### config.mk
export PLATFORM = sky130hd
export DESIGN_NAME = first_fit_extent_allocator
export DESIGN_NICKNAME = d
export VERILOG_FILES = /design/src/hdl/ffea_pkg.sv /design/src/hdl/ffea_ram.sv /design/src/hdl/ffea_ctrl.sv /design/src/hdl/ffea_dp.sv /design/src/hdl/first_fit_extent_allocator.sv
export VERILOG_INCLUDE_DIRS = /design/src /design/src/hdl
export SDC_FILE = /design/constraint.sdc
export NUM_CORES = 2
export LEC_CHECK = 0
export BUFFER_PORTS_ARGS = -buffer_cell sky130_fd_sc_hd__buf_2
export CORE_UTILIZATION = 60
export CTS_CLUSTER_DIAMETER = 200
export DETAILED_ROUTE_END_ITERATION = 10
export HOLD_SLACK_MARGIN = 0.1
export PLACE_DENSITY_LB_ADDON = 0.3
export SYNTH_ARGS = -nofsm -noshare
export SYNTH_HDL_FRONTEND = slang
export SYNTH_SLANG_ARGS = --single-unit
### constraint.sdc
create_clock -name clk -period 14 [get_ports clk]
set_input_delay 2.8 -clock clk [delete_from_list [all_inputs] [get_ports clk]]
set_output_delay 2.8 -clock clk [all_outputs]
set_load 0.02 [all_outputs]
### src/hdl/assert_macros.svh
// Assertion macros used by the top-level RTL file.
`ifndef ASSERT_MACROS_SVH
`define ASSERT_MACROS_SVH
`ifndef SYNTH
// Same-cycle implication, checked outside reset.
`define ASSERT_IMPL(label, clk, rst_n, ante, cons) \
  label: assert property (@(posedge clk) disable iff (!rst_n) (ante) |-> (cons)) \
    else $error("assertion failed");
// Next-cycle implication, checked outside reset.
`define ASSERT_NEXT(label, clk, rst_n, ante, cons) \
  label: assert property (@(posedge clk) disable iff (!rst_n) (ante) |=> (cons)) \
    else $error("assertion failed");
`else
`define ASSERT_IMPL(label, clk, rst_n, ante, cons)
`define ASSERT_NEXT(label, clk, rst_n, ante, cons)
`endif
`endif

### src/hdl/ffea_pkg.sv
// Shared types and constants for the first-fit extent allocator.
package ffea_pkg;

  localparam int LEN_W       = 26;
  localparam int TUSER_W     = 2;
  localparam int IN_TDATA_W  = 64;
  localparam int OUT_TDATA_W = 64;
  localparam int OFF_W       = 32;
  localparam int SIZE_W      = 32;

  localparam logic [LEN_W-1:0] LEN_MAX    = {LEN_W{1'b1}};
  localparam logic [LEN_W-1:0] POOL_RESET = 26'd131072;

  localparam int DEF_MAX_EXTENTS   = 64;
  localparam int DEF_GRANULE_BYTES = 128;
  localparam int DEF_ADDR_BITS     = 32;

  typedef enum logic [1:0] {
    REQ_ALLOC = 2'd0,
    REQ_FREE  = 2'd1,
    REQ_INIT  = 2'd2,
    REQ_NOP   = 2'd3
  } req_t;

  typedef enum logic [1:0] {
    ST_OK    = 2'd0,
    ST_NOFIT = 2'd1,
    ST_FULL  = 2'd2
  } res_status_t;

  typedef enum logic [3:0] {
    S_BOOT,
    S_IDLE,
    S_CHECK,
    S_EVAL,
    S_ALLOC,
    S_FREE,
    S_LINK,
    S_INIT,
    S_DONE
  } state_t;

  typedef struct packed {
    logic boot_wr;
    logic accept;
    logic read_cur;
    logic eval;
    logic close;
    logic alloc_upd;
    logic free_upd;
    logic link_upd;
    logic init;
    logic load_out;
  } cmd_t;

  typedef struct packed {
    req_t req;
    logic walk_end;
    logic stop;
    logic need_link;
    logic out_free;
  } sts_t;

endpackage

### src/hdl/ffea_ram.sv
// Generic single-write, single-read RAM with registered read data.
module ffea_ram #(
  parameter int WIDTH = 8,
  parameter int DEPTH = 64
) (
  input  logic                     clk,
  input  logic                     we,
  input  logic [$clog2(DEPTH)-1:0] waddr,
  input  logic [WIDTH-1:0]         wdata,
  input  logic                     re,
  input  logic [$clog2(DEPTH)-1:0] raddr,
  output logic [WIDTH-1:0]         rdata
);

  logic [WIDTH-1:0] mem [DEPTH];
  logic [WIDTH-1:0] rdata_r;

  always_ff @(posedge clk) begin
    if (we) begin
      mem[waddr] <= wdata;
    end
    if (re) begin
      rdata_r <= mem[raddr];
    end
  end

  assign rdata = rdata_r;

endmodule

### src/hdl/ffea_ctrl.sv
// Request sequencer: walks the extent list and orders the table updates.
module ffea_ctrl (
  input  logic                          clk,
  input  logic                          rst_n,
  input  logic                          in_tvalid,
  output logic                          in_tready,
  input  logic [ffea_pkg::TUSER_W-1:0]  in_req,
  input  ffea_pkg::sts_t                sts,
  output ffea_pkg::cmd_t                cmd,
  output ffea_pkg::state_t              state
);

  ffea_pkg::state_t state_r, state_nxt;

  always_ff @(posedge clk) begin
    if (!rst_n) begin
      state_r <= ffea_pkg::S_BOOT;
    end else begin
      state_r <= state_nxt;
    end
  end

  always_comb begin
    state_nxt = state_r;
    cmd       = '0;
    in_tready = 1'b0;
    unique case (state_r)
      ffea_pkg::S_BOOT: begin
        cmd.boot_wr = 1'b1;
        state_nxt   = ffea_pkg::S_IDLE;
      end
      ffea_pkg::S_IDLE: begin
        in_tready = 1'b1;
        if (in_tvalid) begin
          cmd.accept = 1'b1;
          state_nxt  = ffea_pkg::S_DONE;
        end
      end
      ffea_pkg::S_CHECK: begin
        if (sts.walk_end) begin
          cmd.close = 1'b1;
          state_nxt = (sts.req == ffea_pkg::REQ_ALLOC) ? ffea_pkg::S_DONE : ffea_pkg::S_FREE;
        end else begin
          cmd.read_cur = 1'b1;
          state_nxt    = ffea_pkg::S_EVAL;
        end
      end
      ffea_pkg::S_EVAL: begin
        cmd.eval = 1'b1;
        if (!sts.stop) begin
          state_nxt = ffea_pkg::S_CHECK;
        end else begin
          state_nxt = (sts.req == ffea_pkg::REQ_ALLOC) ? ffea_pkg::S_ALLOC : ffea_pkg::S_FREE;
        end
      end
      ffea_pkg::S_ALLOC: begin
        cmd.alloc_upd = 1'b1;
        state_nxt     = ffea_pkg::S_DONE;
      end
      ffea_pkg::S_FREE: begin
        cmd.free_upd = 1'b1;
        state_nxt    = sts.need_link ? ffea_pkg::S_LINK : ffea_pkg::S_DONE;
      end
      ffea_pkg::S_LINK: begin
        cmd.link_upd = 1'b1;
        state_nxt    = ffea_pkg::S_DONE;
      end
      ffea_pkg::S_INIT: begin
        cmd.init  = 1'b1;
        state_nxt = ffea_pkg::S_DONE;
      end
      ffea_pkg::S_DONE: begin
        if (sts.out_free) begin
          cmd.load_out = 1'b1;
          state_nxt    = ffea_pkg::S_IDLE;
        end
      end
      default: begin
        state_nxt = ffea_pkg::S_IDLE;
      end
    endcase
    // route an accepted word by the request kind it carries
    if (cmd.accept) begin
      unique case (ffea_pkg::req_t'(in_req))
        ffea_pkg::REQ_ALLOC: state_nxt = ffea_pkg::S_CHECK;
        ffea_pkg::REQ_FREE:  state_nxt = ffea_pkg::S_CHECK;
        ffea_pkg::REQ_INIT:  state_nxt = ffea_pkg::S_INIT;
        ffea_pkg::REQ_NOP:   state_nxt = ffea_pkg::S_DONE;
        default:             state_nxt = ffea_pkg::S_DONE;
      endcase
    end
  end

  assign state = state_r;

endmodule

### src/hdl/ffea_dp.sv
// Extent table, walk registers, counters and the result register.
module ffea_dp #(
  parameter int MAX_EXTENTS   = ffea_pkg::DEF_MAX_EXTENTS,
  parameter int GRANULE_BYTES = ffea_pkg::DEF_GRANULE_BYTES,
  parameter int ADDR_BITS     = ffea_pkg::DEF_ADDR_BITS
) (
  input  logic                                clk,
  input  logic                                rst_n,
  input  logic                                cfg_wr_en,
  input  logic [ffea_pkg::LEN_W-1:0]          cfg_wr_data,
  input  logic [ffea_pkg::TUSER_W-1:0]        in_req,
  input  logic [ffea_pkg::SIZE_W-1:0]         in_size,
  input  logic [ffea_pkg::OFF_W-1:0]          in_off,
  input  ffea_pkg::cmd_t                      cmd,
  output ffea_pkg::sts_t                      sts,
  output logic                                out_valid,
  input  logic                                out_ready,
  output logic [ffea_pkg::TUSER_W-1:0]        out_status,
  output logic [ffea_pkg::OFF_W-1:0]          out_off,
  output logic [ffea_pkg::LEN_W-1:0]          out_avail
);

  localparam int LEN_W   = ffea_pkg::LEN_W;
  localparam int GL      = $clog2(GRANULE_BYTES);
  localparam int IW      = (MAX_EXTENTS > 1) ? $clog2(MAX_EXTENTS) : 1;
  localparam int CW      = $clog2(MAX_EXTENTS) + 1;
  localparam int AB      = (ADDR_BITS < ffea_pkg::OFF_W) ? ADDR_BITS : ffea_pkg::OFF_W;
  localparam int START_W = AB - GL;
  localparam int EXT_SW  = ((START_W > LEN_W) ? START_W : LEN_W) + 1;
  localparam int G_W     = ffea_pkg::SIZE_W + 1 - GL;
  localparam int SUM_W   = ((EXT_SW > G_W) ? EXT_SW : G_W) + 1;
  localparam int WORD_W  = EXT_SW + LEN_W + IW;
  localparam int SIZE_W_SUM = ffea_pkg::SIZE_W;

  localparam longint unsigned LIMIT   = (64'd1 << ADDR_BITS) / GRANULE_BYTES;
  localparam longint unsigned LMAX_L  = (64'd1 << LEN_W) - 64'd1;
  localparam longint unsigned CLAMP_L = (LIMIT > LMAX_L) ? LMAX_L : LIMIT;
  localparam logic [LEN_W-1:0] CLAMP  = CLAMP_L[LEN_W-1:0];
  localparam logic [LEN_W-1:0] RESET_P =
    (ffea_pkg::POOL_RESET > CLAMP) ? CLAMP : ffea_pkg::POOL_RESET;
  localparam logic [IW:0]   NO_SLOT = (IW+1)'(MAX_EXTENTS);
  localparam logic [CW-1:0] MAX_CNT = CW'(MAX_EXTENTS);

  // control state
  logic [LEN_W-1:0]       pool_r;
  logic [IW:0]            head_r;
  logic [LEN_W-1:0]       total_r;
  logic [MAX_EXTENTS-1:0] in_use_r;
  logic                   out_valid_r;

  // walk and request payload
  ffea_pkg::req_t         req_r;
  logic [G_W-1:0]         g_r;
  logic [START_W-1:0]     start_r;
  logic [IW:0]            cur_r, prev_r, slot_r;
  logic [CW-1:0]          steps_r;
  logic [EXT_SW-1:0]      cur_start_r, prev_start_r;
  logic [LEN_W-1:0]       cur_len_r, prev_len_r;
  logic [IW-1:0]          cur_link_r;
  logic [IW-1:0]          prev_link_r;
  ffea_pkg::res_status_t  res_status_r;
  logic [EXT_SW-1:0]      res_start_r;
  logic                   res_ok_r;
  logic [ffea_pkg::TUSER_W-1:0] out_status_r;
  logic [ffea_pkg::OFF_W-1:0]   out_off_r;
  logic [LEN_W-1:0]             out_avail_r;

  // table port
  logic              we;
  logic [IW-1:0]     waddr;
  logic [WORD_W-1:0] wdata, rdata;
  logic [EXT_SW-1:0] rd_start;
  logic [LEN_W-1:0]  rd_len;
  logic [IW-1:0]     rd_link;

  logic [SIZE_W_SUM:0] size_sum_dummy;

  logic [G_W-1:0]    g_in;
  logic [IW:0]       free_slot;
  logic [IW:0]       rd_next, cur_next;
  logic              mprev, mnext;
  logic [SUM_W-1:0]  s_new_end, s_prev_end, s_cur_start, s_cur_len, s_g;
  logic [SUM_W-1:0]  s_gcur, s_all, s_tot, s_pg;
  logic [LEN_W-1:0]  gcur_sat, all_sat, tot_sat, pg_sat, g_sat, pool_p;
  logic [LEN_W-1:0]  tot_sub;

  function automatic logic [LEN_W-1:0] sat(input logic [SUM_W-1:0] x);
    sat = (x > SUM_W'(ffea_pkg::LEN_MAX)) ? ffea_pkg::LEN_MAX : x[LEN_W-1:0];
  endfunction

  function automatic logic [ffea_pkg::OFF_W-1:0] off_bytes(input logic [EXT_SW-1:0] st);
    logic [EXT_SW+GL+ffea_pkg::OFF_W-1:0] w;
    w = {ffea_pkg::OFF_W'(0), st, GL'(0)};
    off_bytes = w[ffea_pkg::OFF_W-1:0];
  endfunction

  ffea_ram #(.WIDTH(WORD_W), .DEPTH(MAX_EXTENTS)) u_table (
    .clk   (clk),
    .we    (we),
    .waddr (waddr),
    .wdata (wdata),
    .re    (cmd.read_cur),
    .raddr (cur_r[IW-1:0]),
    .rdata (rdata)
  );

  assign size_sum_dummy = {1'b0, in_size} + (SIZE_W_SUM+1)'(GRANULE_BYTES - 1);
  assign g_in = (size_sum_dummy[SIZE_W_SUM:GL] == '0) ? G_W'(1) : size_sum_dummy[SIZE_W_SUM:GL];

  assign {rd_link, rd_len, rd_start} = rdata;
  assign rd_next  = (rd_link == cur_r[IW-1:0]) ? NO_SLOT : {1'b0, rd_link};
  assign cur_next = (cur_link_r == cur_r[IW-1:0]) ? NO_SLOT : {1'b0, cur_link_r};

  // lowest unused slot
  always_comb begin
    free_slot = NO_SLOT;
    for (int i = MAX_EXTENTS - 1; i >= 0; i--) begin
      if (!in_use_r[i]) begin
        free_slot = (IW+1)'(i);
      end
    end
  end

  assign s_g         = SUM_W'(g_r);
  assign s_cur_start = SUM_W'(cur_start_r);
  assign s_cur_len   = SUM_W'(cur_len_r);
  assign s_new_end   = SUM_W'(start_r) + s_g;
  assign s_prev_end  = SUM_W'(prev_start_r) + SUM_W'(prev_len_r);
  assign mnext = (cur_r != NO_SLOT) && (s_new_end == s_cur_start);
  assign mprev = (prev_r != NO_SLOT) && (s_prev_end == SUM_W'(start_r));
  assign s_gcur = s_g + s_cur_len;
  assign gcur_sat = sat(s_gcur);
  assign s_all  = SUM_W'(prev_len_r) + SUM_W'(gcur_sat);
  assign all_sat = sat(s_all);
  assign s_pg   = SUM_W'(prev_len_r) + s_g;
  assign pg_sat = sat(s_pg);
  assign g_sat  = sat(s_g);
  assign s_tot  = SUM_W'(total_r) + s_g;
  assign tot_sat = sat(s_tot);
  assign tot_sub = (SUM_W'(total_r) >= s_g) ? LEN_W'(SUM_W'(total_r) - s_g) : '0;
  assign pool_p = (pool_r > CLAMP) ? CLAMP : pool_r;

  // status toward the sequencer
  assign sts.req       = req_r;
  assign sts.walk_end  = (cur_r == NO_SLOT) || (steps_r >= MAX_CNT);
  assign sts.stop      = (req_r == ffea_pkg::REQ_ALLOC) ?
                         (SUM_W'(rd_len) >= s_g) : (SUM_W'(rd_start) >= SUM_W'(start_r));
  assign sts.need_link = (prev_r != NO_SLOT) && !mprev && !mnext && (slot_r != NO_SLOT);
  assign sts.out_free  = !out_valid_r || out_ready;

  // table write port
  always_comb begin
    we    = 1'b0;
    waddr = '0;
    wdata = '0;
    priority if (cmd.boot_wr || cmd.init) begin
      we    = 1'b1;
      wdata = {IW'(0), (cmd.boot_wr ? RESET_P : pool_p), EXT_SW'(0)};
    end else if (cmd.alloc_upd) begin
      we = 1'b1;
      if (s_cur_len == s_g) begin
        we    = (prev_r != NO_SLOT);
        waddr = prev_r[IW-1:0];
        wdata = {((cur_next == NO_SLOT) ? prev_r[IW-1:0] : cur_next[IW-1:0]),
                 prev_len_r, prev_start_r};
      end else begin
        waddr = cur_r[IW-1:0];
        wdata = {cur_link_r, LEN_W'(s_cur_len - s_g), EXT_SW'(s_cur_start + s_g)};
      end
    end else if (cmd.free_upd) begin
      priority if (mprev && mnext) begin
        we    = 1'b1;
        waddr = prev_r[IW-1:0];
        wdata = {((cur_next == NO_SLOT) ? prev_r[IW-1:0] : cur_next[IW-1:0]),
                 all_sat, prev_start_r};
      end else if (mprev) begin
        // keep the previous extent's own link when only its length grows
        we    = 1'b1;
        waddr = prev_r[IW-1:0];
        wdata = {prev_link_r, pg_sat, prev_start_r};
      end else if (mnext) begin
        we    = 1'b1;
        waddr = cur_r[IW-1:0];
        wdata = {cur_link_r, gcur_sat, EXT_SW'(start_r)};
      end else begin
        we    = (slot_r != NO_SLOT);
        waddr = slot_r[IW-1:0];
        wdata = {((cur_r == NO_SLOT) ? slot_r[IW-1:0] : cur_r[IW-1:0]),
                 g_sat, EXT_SW'(start_r)};
      end
    end else if (cmd.link_upd) begin
      we    = 1'b1;
      waddr = prev_r[IW-1:0];
      wdata = {slot_r[IW-1:0], prev_len_r, prev_start_r};
    end
  end

  // control registers
  always_ff @(posedge clk) begin
    if (!rst_n) begin
      pool_r      <= ffea_pkg::POOL_RESET;
      head_r      <= (RESET_P != '0) ? '0 : NO_SLOT;
      total_r     <= RESET_P;
      in_use_r    <= MAX_EXTENTS'(RESET_P != '0);
      out_valid_r <= 1'b0;
    end else begin
      if (cfg_wr_en) begin
        pool_r <= cfg_wr_data;
      end
      if (cmd.load_out) begin
        out_valid_r <= 1'b1;
      end else if (out_ready) begin
        out_valid_r <= 1'b0;
      end
      if (cmd.init) begin
        head_r   <= (pool_p != '0) ? '0 : NO_SLOT;
        total_r  <= pool_p;
        in_use_r <= MAX_EXTENTS'(pool_p != '0);
      end
      if (cmd.alloc_upd) begin
        total_r <= tot_sub;
        if (s_cur_len == s_g) begin
          in_use_r[cur_r[IW-1:0]] <= 1'b0;
          if (prev_r == NO_SLOT) begin
            head_r <= cur_next;
          end
        end
      end
      if (cmd.free_upd) begin
        if (mprev || mnext || (slot_r != NO_SLOT)) begin
          total_r <= tot_sat;
        end
        priority if (mprev && mnext) begin
          in_use_r[cur_r[IW-1:0]] <= 1'b0;
        end else if (mprev || mnext) begin
          head_r <= head_r;
        end else if (slot_r != NO_SLOT) begin
          in_use_r[slot_r[IW-1:0]] <= 1'b1;
          if (prev_r == NO_SLOT) begin
            head_r <= slot_r;
          end
        end
      end
    end
  end

  // walk and result payload
  always_ff @(posedge clk) begin
    if (cmd.accept) begin
      req_r        <= ffea_pkg::req_t'(in_req);
      g_r          <= g_in;
      start_r      <= in_off[AB-1:GL];
      cur_r        <= head_r;
      prev_r       <= NO_SLOT;
      steps_r      <= '0;
      slot_r       <= free_slot;
      res_status_r <= ffea_pkg::ST_OK;
      res_ok_r     <= 1'b0;
    end
    if (cmd.eval) begin
      cur_start_r <= rd_start;
      cur_len_r   <= rd_len;
      cur_link_r  <= rd_link;
      if (!sts.stop) begin
        prev_r       <= cur_r;
        prev_start_r <= rd_start;
        prev_len_r   <= rd_len;
        prev_link_r  <= rd_link;
        cur_r        <= rd_next;
        steps_r      <= steps_r + CW'(1);
      end
    end
    if (cmd.close) begin
      cur_r <= NO_SLOT;
      if (req_r == ffea_pkg::REQ_ALLOC) begin
        res_status_r <= ffea_pkg::ST_NOFIT;
      end
    end
    if (cmd.alloc_upd) begin
      res_start_r <= cur_start_r;
      res_ok_r    <= 1'b1;
    end
    if (cmd.free_upd && !mprev && !mnext && (slot_r == NO_SLOT)) begin
      res_status_r <= ffea_pkg::ST_FULL;
    end
    if (cmd.load_out) begin
      out_status_r <= res_status_r;
      out_off_r    <= res_ok_r ? off_bytes(res_start_r) : '0;
      out_avail_r  <= total_r;
    end
  end

  assign out_valid  = out_valid_r;
  assign out_status = out_status_r;
  assign out_off    = out_off_r;
  assign out_avail  = out_avail_r;

endmodule

### src/hdl/first_fit_extent_allocator.sv
// Top level of the first-fit extent allocator.
//
// Usage:
//   in_*  : request words. in_tuser carries the request kind (allocate, free,
//           reinitialize); in_tdata carries the byte size and the byte offset.
//   out_* : one result word per request: status in out_tuser, allocated
//           offset and free granule count in out_tdata.
//   cfg_* : pool size in granules, used by reinitialize; write only while idle.
// Walk: an allocate or free walks the address-ordered extent list, with a
//   table read, then a compare for each extent visited, after the accept
//   state; any table update, a free's optional link write and the result
//   load follow. The walk ends at the list end or after MAX_EXTENTS extents.
//   Reinitialize passes through the init and done states. The table read
//   port sets the pace of the walk.
// One request is in flight at a time; a new word is accepted while the last
//   result still waits on out_tready.
// Reset: the boot state writes the single pool extent into slot zero, then
//   in_tready rises. When the receiver stalls, the result is held and the
//   next finished request waits in its last state until the output frees.
`include "assert_macros.svh"
module first_fit_extent_allocator #(
  parameter int MAX_EXTENTS   = ffea_pkg::DEF_MAX_EXTENTS,
  parameter int GRANULE_BYTES = ffea_pkg::DEF_GRANULE_BYTES,
  parameter int ADDR_BITS     = ffea_pkg::DEF_ADDR_BITS
) (
  input  logic                                clk,
  input  logic                                rst_n,
  input  logic                                cfg_wr_en,
  input  logic [ffea_pkg::LEN_W-1:0]          cfg_wr_data,   // pool_granules
  input  logic                                in_tvalid,
  output logic                                in_tready,
  input  logic [ffea_pkg::IN_TDATA_W-1:0]     in_tdata,      // size_bytes, block_offset
  input  logic [ffea_pkg::TUSER_W-1:0]        in_tuser,      // req_type
  output logic                                out_tvalid,
  input  logic                                out_tready,
  output logic [ffea_pkg::OUT_TDATA_W-1:0]    out_tdata,     // alloc_offset, avail_granules, pad
  output logic [ffea_pkg::TUSER_W-1:0]        out_tuser      // status
);

  ffea_pkg::cmd_t   cmd;
  ffea_pkg::sts_t   sts;
  ffea_pkg::state_t state;
  logic [ffea_pkg::OFF_W-1:0] out_off;
  logic [ffea_pkg::LEN_W-1:0] out_avail;

  // sequence the walk and the updates
  ffea_ctrl u_ctrl (
    .clk       (clk),
    .rst_n     (rst_n),
    .in_tvalid (in_tvalid),
    .in_tready (in_tready),
    .in_req    (in_tuser),
    .sts       (sts),
    .cmd       (cmd),
    .state     (state)
  );

  // hold the table, the walk registers and the result word
  ffea_dp #(
    .MAX_EXTENTS   (MAX_EXTENTS),
    .GRANULE_BYTES (GRANULE_BYTES),
    .ADDR_BITS     (ADDR_BITS)
  ) u_dp (
    .clk         (clk),
    .rst_n       (rst_n),
    .cfg_wr_en   (cfg_wr_en),
    .cfg_wr_data (cfg_wr_data),
    .in_req      (in_tuser),
    .in_size     (in_tdata[31:0]),
    .in_off      (in_tdata[63:32]),
    .cmd         (cmd),
    .sts         (sts),
    .out_valid   (out_tvalid),
    .out_ready   (out_tready),
    .out_status  (out_tuser),
    .out_off     (out_off),
    .out_avail   (out_avail)
  );

  // pack the result word, offset lowest
  assign out_tdata = {6'b0, out_avail, out_off};

  // a failed request never reports an offset
  `ASSERT_IMPL(a_fail_no_off, clk, rst_n, out_tvalid && (out_tuser != ffea_pkg::ST_OK), out_tdata[31:0] == '0)
  // one request at a time: no word is taken right after an accept
  `ASSERT_NEXT(a_busy_after_accept, clk, rst_n, in_tvalid && in_tready, !in_tready)
  // only the idle state takes words
  `ASSERT_IMPL(a_ready_idle, clk, rst_n, in_tready, state == ffea_pkg::S_IDLE)

endmodule
# Word level (Yosys, flattened, before mapping)
# Memory sizes are Yosys's and may differ from the RTL's. A register that Yosys moved wholly into a read port is not among the register bits.
# Cells that the tools add are included.
# word_totals
ram_bits	3776
output_inout_bits	68
regBits	415
mem_count	1
word_cells	292
# memory_table
name	words	word_bits	rd	rd_clocked_by_memory_dff	write_ports	line	source
u_dp.u_table.mem	64	59	1	1	1	ffea_ram.sv:15	logic [WIDTH-1:0] mem [DEPTH];
# op_classes
n_lt_le_gt_ge	14
mux	168
n_reduce_logical	35
bitwise_logic	5
eq_ne	26
addsub	11
# op_table
op	n
$mux 64	9
$mux 59	8
$mux 26	12
$mux 6	41
$mux 7	22
$and 64x64->64	2
$gt 28x26->1 const B	4
$add 26x26->27	4
$mux 5	16
$not 64->64	1
$or 64x64->64	1
$reduce_and 63->1	1
$mux 4	15
$ge 26x26->1	2
$gt 26x26->1 const B	2
$sub 26x26->26	2
$add 32x7->33 const B	1
$mux 1	32
$reduce_and 32->1	1
$add 27x26->28	1
$eq 28x25->1	1
$eq 7x7->1 const B	4
$add 25x26->27	1
$add 27x26->27	1
other kinds (36)	75

# Longest topological paths before layout
# logic_depth
word_depth	63
depth_mapped	32

# Hierarchy
# From an unflattened synthesis, not the netlist that was laid out.
# unflattened
cells_unflattened	9954
hier_area_um2	178746.4
# modules_own_cells
mod	area_each_um2	cells_per_inst	instances
ffea_ram	144852.7	6018	1
ffea_dp	33418.3	3873	1
ffea_ctrl	426.7	56	1
first_fit_extent_allocator	48.8	7	1

# Worst setup path after synthesis
# Ideal clock, no wire load.
# synth_timing
kind	reg-to-reg
from	register u_dp.g_r[1]
to	memory u_dp.u_table.mem[10][0] (netlist bit), enable pin
setup_ns	0.643
slack_ns	3.038
required_ns	13.357
path_buffers	1
path_stages_with_launch	17
arrival_time_ns	10.319
period_less_slack_ns	10.962
path_cell_list	edfxtp_1 inv_1 fa_1 nand2b_1 a21oi_4 o2111ai_4 a31oi_2 or2_1 mux2i_1 or4_1 nor4_4 and2_1 buf_4 mux2_2 o21a_1 nor2_1 nor4b_1
# synth_via
elab_chain_len	11
word_cells_on_any_way	21
cone_classes	add/sub (1); eq/ne (2); mux (16); reduce/logical (2)
# synth_lines
item	line	source
start, declared	ffea_dp.sv:53	logic [G_W-1:0] g_r;
start signal, assigned	ffea_dp.sv:251	g_r <= g_in;
$add 25x26->27	ffea_dp.sv:127	assign s_new_end = SUM_W'(start_r) + s_g;
$eq 27x27->1	ffea_dp.sv:129	assign mnext = (cur_r != NO_SLOT) && (s_new_end == s_cur_start);
$logic_and 1x1->1	ffea_dp.sv:129	
$mux 1	ffea_dp.sv:181	end else if (mnext) begin
$mux 1	ffea_dp.sv:176	end else if (mprev) begin
$mux 1	ffea_dp.sv:171	priority if (mprev && mnext) begin
$mux 1	ffea_dp.sv:170	end else if (cmd.free_upd) begin
$mux 1	ffea_dp.sv:159	end else if (cmd.alloc_upd) begin
$mux 1	ffea_dp.sv:156	priority if (cmd.boot_wr || cmd.init) begin
$mux 1	ffea_ram.sv:19	if (we) begin
$mux 1 (not written as such)	ffea_ram.sv:20	mem[waddr] <= wdata;
end, declared	ffea_ram.sv:15	
# Parallel ways exist; a longest one is shown, timed or not.

# Worst setup path in the final report
# layout_timing
from	register u_dp.g_r[0]
to	memory u_dp.u_table.mem[25][30] (netlist bit) (data pin)
# layout_via
elab_chain_len	10
word_cells_on_any_way	24
cone_classes	add/sub (5); order compare (4); eq/ne (2); mux (11); reduce/logical (2)
# layout_lines
item	line	source
$add 26x26->27	ffea_dp.sv:131	assign s_gcur = s_g + s_cur_len;
$gt 28x26->1	ffea_dp.sv:88	sat = (x > SUM_W'(ffea_pkg::LEN_MAX)) ? ffea_pkg::LEN_MAX : x[LEN_W-1:0];
$mux 26	ffea_dp.sv:88	
$add 26x26->27	ffea_dp.sv:133	assign s_all = SUM_W'(prev_len_r) + SUM_W'(gcur_sat);
$gt 28x26->1	ffea_dp.sv:88	
$mux 26	ffea_dp.sv:88	
$mux 59	ffea_dp.sv:171	
$mux 59	ffea_dp.sv:170	
$mux 59 (*)	ffea_dp.sv:159	
$mux 59 (*)	ffea_dp.sv:156	
net u_dp.u_table.wdata[30]	ffea_ram.sv:9	input logic [WIDTH-1:0] wdata,
# The timed path passes the listed nets; every way through them passes the cells marked *.

==> impl_table.tex <==
\begin{tabular}{lr}
\hline
Metric & Value \\
\hline
\multicolumn{2}{l}{\textbf{Place}} \\
\quad Placed inst area & $\sim$180,000 sq um \\
\quad Worst slack at placement & between 3 and 4 ns \\
\quad Number of port buffers & $\sim$140 \\
\quad DPL Wire Length & 307 mm \\
\quad Final Wtd Congestion & $\sim$0.98 \\
\multicolumn{2}{l}{\textbf{Timing}} \\
\quad Worst slew margin relative to its limit & about 8.6\% \\
\quad Final clock period utilization by the worst path & between 70 and 80\% \\
\quad Unrepaired setup endpoints after global routing & no \\
\quad Highest achievable clock rate & approximately 0.092 GHz \\
\quad Final Setup Violations & 0 \\
\quad Final worst hold slack & around 0.47 ns \\
\quad Sum of negative setup slack & 0 ns \\
\quad Slack of the critical path & 3.18 ns \\
\quad Fin crit period & about 11 ns \\
\quad Hold Vio Cnt, Final & 0 \\
\quad Worst-margin pin slew & approximately 1.4 ns \\
\quad Count of final max-slew check failures & 0 \\
\quad Clock Skews & a little over 0.1 ns \\
\multicolumn{2}{l}{\textbf{Global route}} \\
\quad Number of global-route vias before repair & around 100k \\
\quad Pin count of the biggest net entering global routing & 120 \\
\quad Initial antenna violation count & 27 \\
\quad GRT overflow & 0 \\
\quad Total global-route track usage & 37.9\% \\
\quad Wire length of the first global-routing pass & around 770 mm \\
\multicolumn{2}{l}{\textbf{Worst setup path}} \\
\quad Category of the worst setup path capture point & flop \\
\quad Data required time at the worst endpoint & between 10 and 15 ns \\
\quad Slowest cell on the critical path & sky130\_fd\_sc\_hd\_\_or4\_1 \\
\quad Largest stage delay, worst path & between 0.8 and 0.9 ns \\
\quad Logic depth of the worst register-to-register path & 28 \\
\quad Most frequent cell on the critical path & sky130\_fd\_sc\_hd\_\_nor2b\_1 \\
\quad Type of element launching the critical path & flop \\
\quad Setup slack on the worst flop-to-flop path & 3.18 ns \\
\quad Crit path kind & reg -> reg \\
\quad Worst r2r src & u\_dp.g\_r[0] \\
\quad Data arrival time of the worst path & between 10 and 15 ns \\
\quad Worst-path maximum fanout & 64 \\
\quad Worst R2R End & u\_dp.u\_table.mem[25][30] \\
\multicolumn{2}{l}{\textbf{Floorplanning}} \\
\quad IO Pins & about 170 \\
\quad Initial Utilization & between 60\% and 70\% \\
\quad Total Die Area & about 280,000 sq um \\
\quad Die H & roughly 530 microns \\
\quad Width of the die & roughly 530 microns \\
\quad Placement Rows & 194 \\
\quad Core area & $\sim$280,000 sq um \\
\multicolumn{2}{l}{\textbf{Min path}} \\
\quad Terminating pin of the worst hold path & u\_dp.steps\_r[5] \\
\quad Hold path startpoint & u\_dp.steps\_r[5] \\
\quad WHS Path Cells & 1 \\
\quad Worst hold path type & reg -> reg \\
\multicolumn{2}{l}{\textbf{CTS}} \\
\quad Hold buffers post-CTS & 0 \\
\quad Buffer depth of the longest clock path & 4 \\
\quad Clock root cell & sky130\_fd\_sc\_hd\_\_clkbuf\_16 \\
\quad Number of clock sinks & between 4k and 5k \\
\quad CTS buffer count & 410 \\
\quad Clock-pin slew on the worst setup and hold paths & approximately 0.060 ns \\
\quad Post-CTS Resized & 0 \\
\quad CTS HTree Levels & 5 \\
\quad Buffers inserted during post-CTS setup optimization & 0 \\
\quad TritonCTS clock tree & built \\
\quad Clock latency on the worst-skew pair & 1.01 ns \\
\multicolumn{2}{l}{\textbf{Final layout}} \\
\quad Share of layout cells above drive strength 1 & about 11\% \\
\quad Area of all placed cells without fillers & roughly 190,000 sq um \\
\quad Most common library cell in the layout ignoring fill and taps & sky130\_fd\_sc\_hd\_\_edfxtp\_1 \\
\quad Fill cell total of the finished layout & 18.1k \\
\quad Layout net count & $\sim$11k \\
\quad Synthesis-to-layout area growth & 11.8\% \\
\quad Top library cells by usage in the layout, fill and taps aside & sky130\_fd\_sc\_hd\_\_edfxtp\_1 (4,091), sky130\_fd\_sc\_hd\_\_a22oi\_1 (1,501), sky130\_fd\_sc\_hd\_\_a21oi\_1 (458), sky130\_fd\_sc\_hd\_\_clkbuf\_16 (419), sky130\_fd\_sc\_hd\_\_nand2\_1 (339) \\
\multicolumn{2}{l}{\textbf{Synth}} \\
\quad Sequential-to-total area share from yosys stat & between 70 and 80\% \\
\quad Leading register cell type out of synthesis & sky130\_fd\_sc\_hd\_\_edfxtp\_1 \\
\quad Count of flip-flops with a built-in enable after synthesis & just over 4k \\
\quad Number of instances in the synthesized netlist & around 11k \\
\quad Count of distinct cell types in the synthesized netlist & 101 \\
\quad Async SR Flop Fraction & 0\% \\
\quad Mean instance size in the synthesized netlist & about 16 sq um \\
\quad Post-synth design cell area & $\sim$170,000 sq um \\
\quad Number of register bits inferred by synthesis & 4,243 \\
\quad Yosys warns & 0 \\
\multicolumn{2}{l}{\textbf{Drt}} \\
\quad Post-detailed-route count of antenna-violating nets & 0 \\
\quad Vias per cell & 7.38 \\
\quad Via Count & approximately 110k \\
\quad Total iterations of the first detailed-routing run & 6 \\
\quad 1st-iter DRT viols & approximately 19k \\
\quad Wire length per cell after detailed routing & about 37 microns \\
\quad Residual DRC count & 0 \\
\quad Final wirelength & roughly 550 mm \\
\multicolumn{2}{l}{\textbf{Power}} \\
\quad Sum of internal, switching and leakage power & between 20 and 30 mW \\
\quad Areal power density over the cells & around 150 nW/um\^{}2 \\
\quad Leakage power summed over all cells & $\sim$58 nW \\
\quad Peak supply drop & between 0.15 and 0.2 mV \\
\multicolumn{2}{l}{\textbf{Run}} \\
\quad MaxCap Viol Count & 0 \\
\multicolumn{2}{l}{\textbf{Run status}} \\
\quad Status & completed \\
\hline
\end{tabular}
-- worst max path at each step --
stage,cells past startpoint,start,endpoint,slack (ns)
global route,28,u_dp.g_r[0],u_dp.u_table.mem[16][30],2.97
CTS,28,u_dp.g_r[0],u_dp.u_table.mem[35][27],3.61
global placement,28,u_dp.g_r[0],u_dp.u_table.mem[34][30],3.72
detailed placement,28,u_dp.g_r[0],u_dp.u_table.mem[56][27],3.62
floorplan,16,u_dp.g_r[1],u_dp.u_table.mem[10][0],3.04
finish,28,u_dp.g_r[0],u_dp.u_table.mem[25][30],3.18
-- metrics by stage --
step	utilization, %	cells
5_1_grt	67.5	15100
2_1_floorplan	-	10800
3_3_place_gp	62.8	14300
6_report	67.6	15100
3_5_place_dp	62.8	14300
4_1_cts	67.5	15100
-- Yosys cell counts (all sizes together), types with 36 or more instances --
cell type | instances | area [sq um]
a22o | 220 | 1930
xor2 | 76 | 666
buf | 132 | 594
a221oi | 260 | 2280
nor4 | 91 | 603
o211ai | 37 | 278
a211oi | 37 | 288
nand4 | 191 | 1190
nor3 | 113 | 566
nor2b | 49 | 307
a21o | 72 | 541
nand3 | 178 | 891
ha | 284 | 3550
mux2i | 56 | 561
edfxtp | 4091 | 123000
nor2 | 355 | 1330
o21ai | 193 | 973
nand2 | 341 | 1280
a32o | 41 | 410
a31oi | 233 | 1460
dfxtp | 152 | 3040
nand2b | 50 | 313
clkbuf | 536 | 2020
and2 | 41 | 257
xnor2 | 172 | 1510
and3 | 36 | 225
a21oi | 462 | 2320
a41oi | 142 | 1250
a22oi | 1503 | 11300
inv | 180 | 676
o21a | 64 | 480
-- worst max-delay path, delay by kind of cell, from the launching register on --
family / cells / cell delay, ns
flip-flops: 1 / 0.38
AO/OA/AOI/OAI: 17 / 5.93
adder cells (fa/ha/maj): 3 / 1.03
AND/OR/NAND/NOR: 6 / 2.27
buffers and inverters: 2 / 0.63
-- layer usage --
layer / track usage (%) / part of all wire [%] / wire, microns / up-vias
li1: - / - / - / 44700
met1: 50.9 / 35 / 193000 / 54900
met2: 56.5 / 44 / 243000 / 9736
met3: 10.4 / 14 / 79100 / 1802
met4: 20.8 / 6.4 / 35200 / 16
met5: 0.0333 / 0.018 / 100 / -
-- layout make-up --
type                    count  area, sq um  share of cell area [%]
clock buffers             512        10900                    5.75
inverters                 182          684                   0.362
clock inverters           247         2370                    1.25
diodes                     23         57.6                  0.0304
well taps                3724         4660                    2.46
multi-input cells        5674        41100                    21.8
flip-flops and latches   4243       126000                    66.6
repair buffers            471         3400                    1.80
-- registers in the layout, summed over array words and instances (netlist names), 27 cells and up --
register            flops
u_dp.in_use_r          64
u_dp.cur_start_r       27
u_dp.u_table.mem     3776
u_dp.u_table.rdata     59
u_dp.prev_start_r      27
-- cells by family after synthesis --
kind of cell / count (synthesis) / synth area share (%)
xor gates and xnor gates: 248 / 1.28
and+or+nand+nor: 1559 / 4.64
other: 1 / 0.00222
muxes: 69 / 0.420
adders and majority gates: 293 / 2.21
AOI/OAI and AO/OA: 3492 / 15.1
buffers and inverters: 850 / 1.95
DFF: 4243 / 74.4
-- power by group --
group          total (mW)  internal, mW  switching (mW)
combinational        3.14         0.950            2.19
clock                11.0          6.21            4.79
sequential           14.2          14.1           0.129
(Power assumes the default switching activity.)
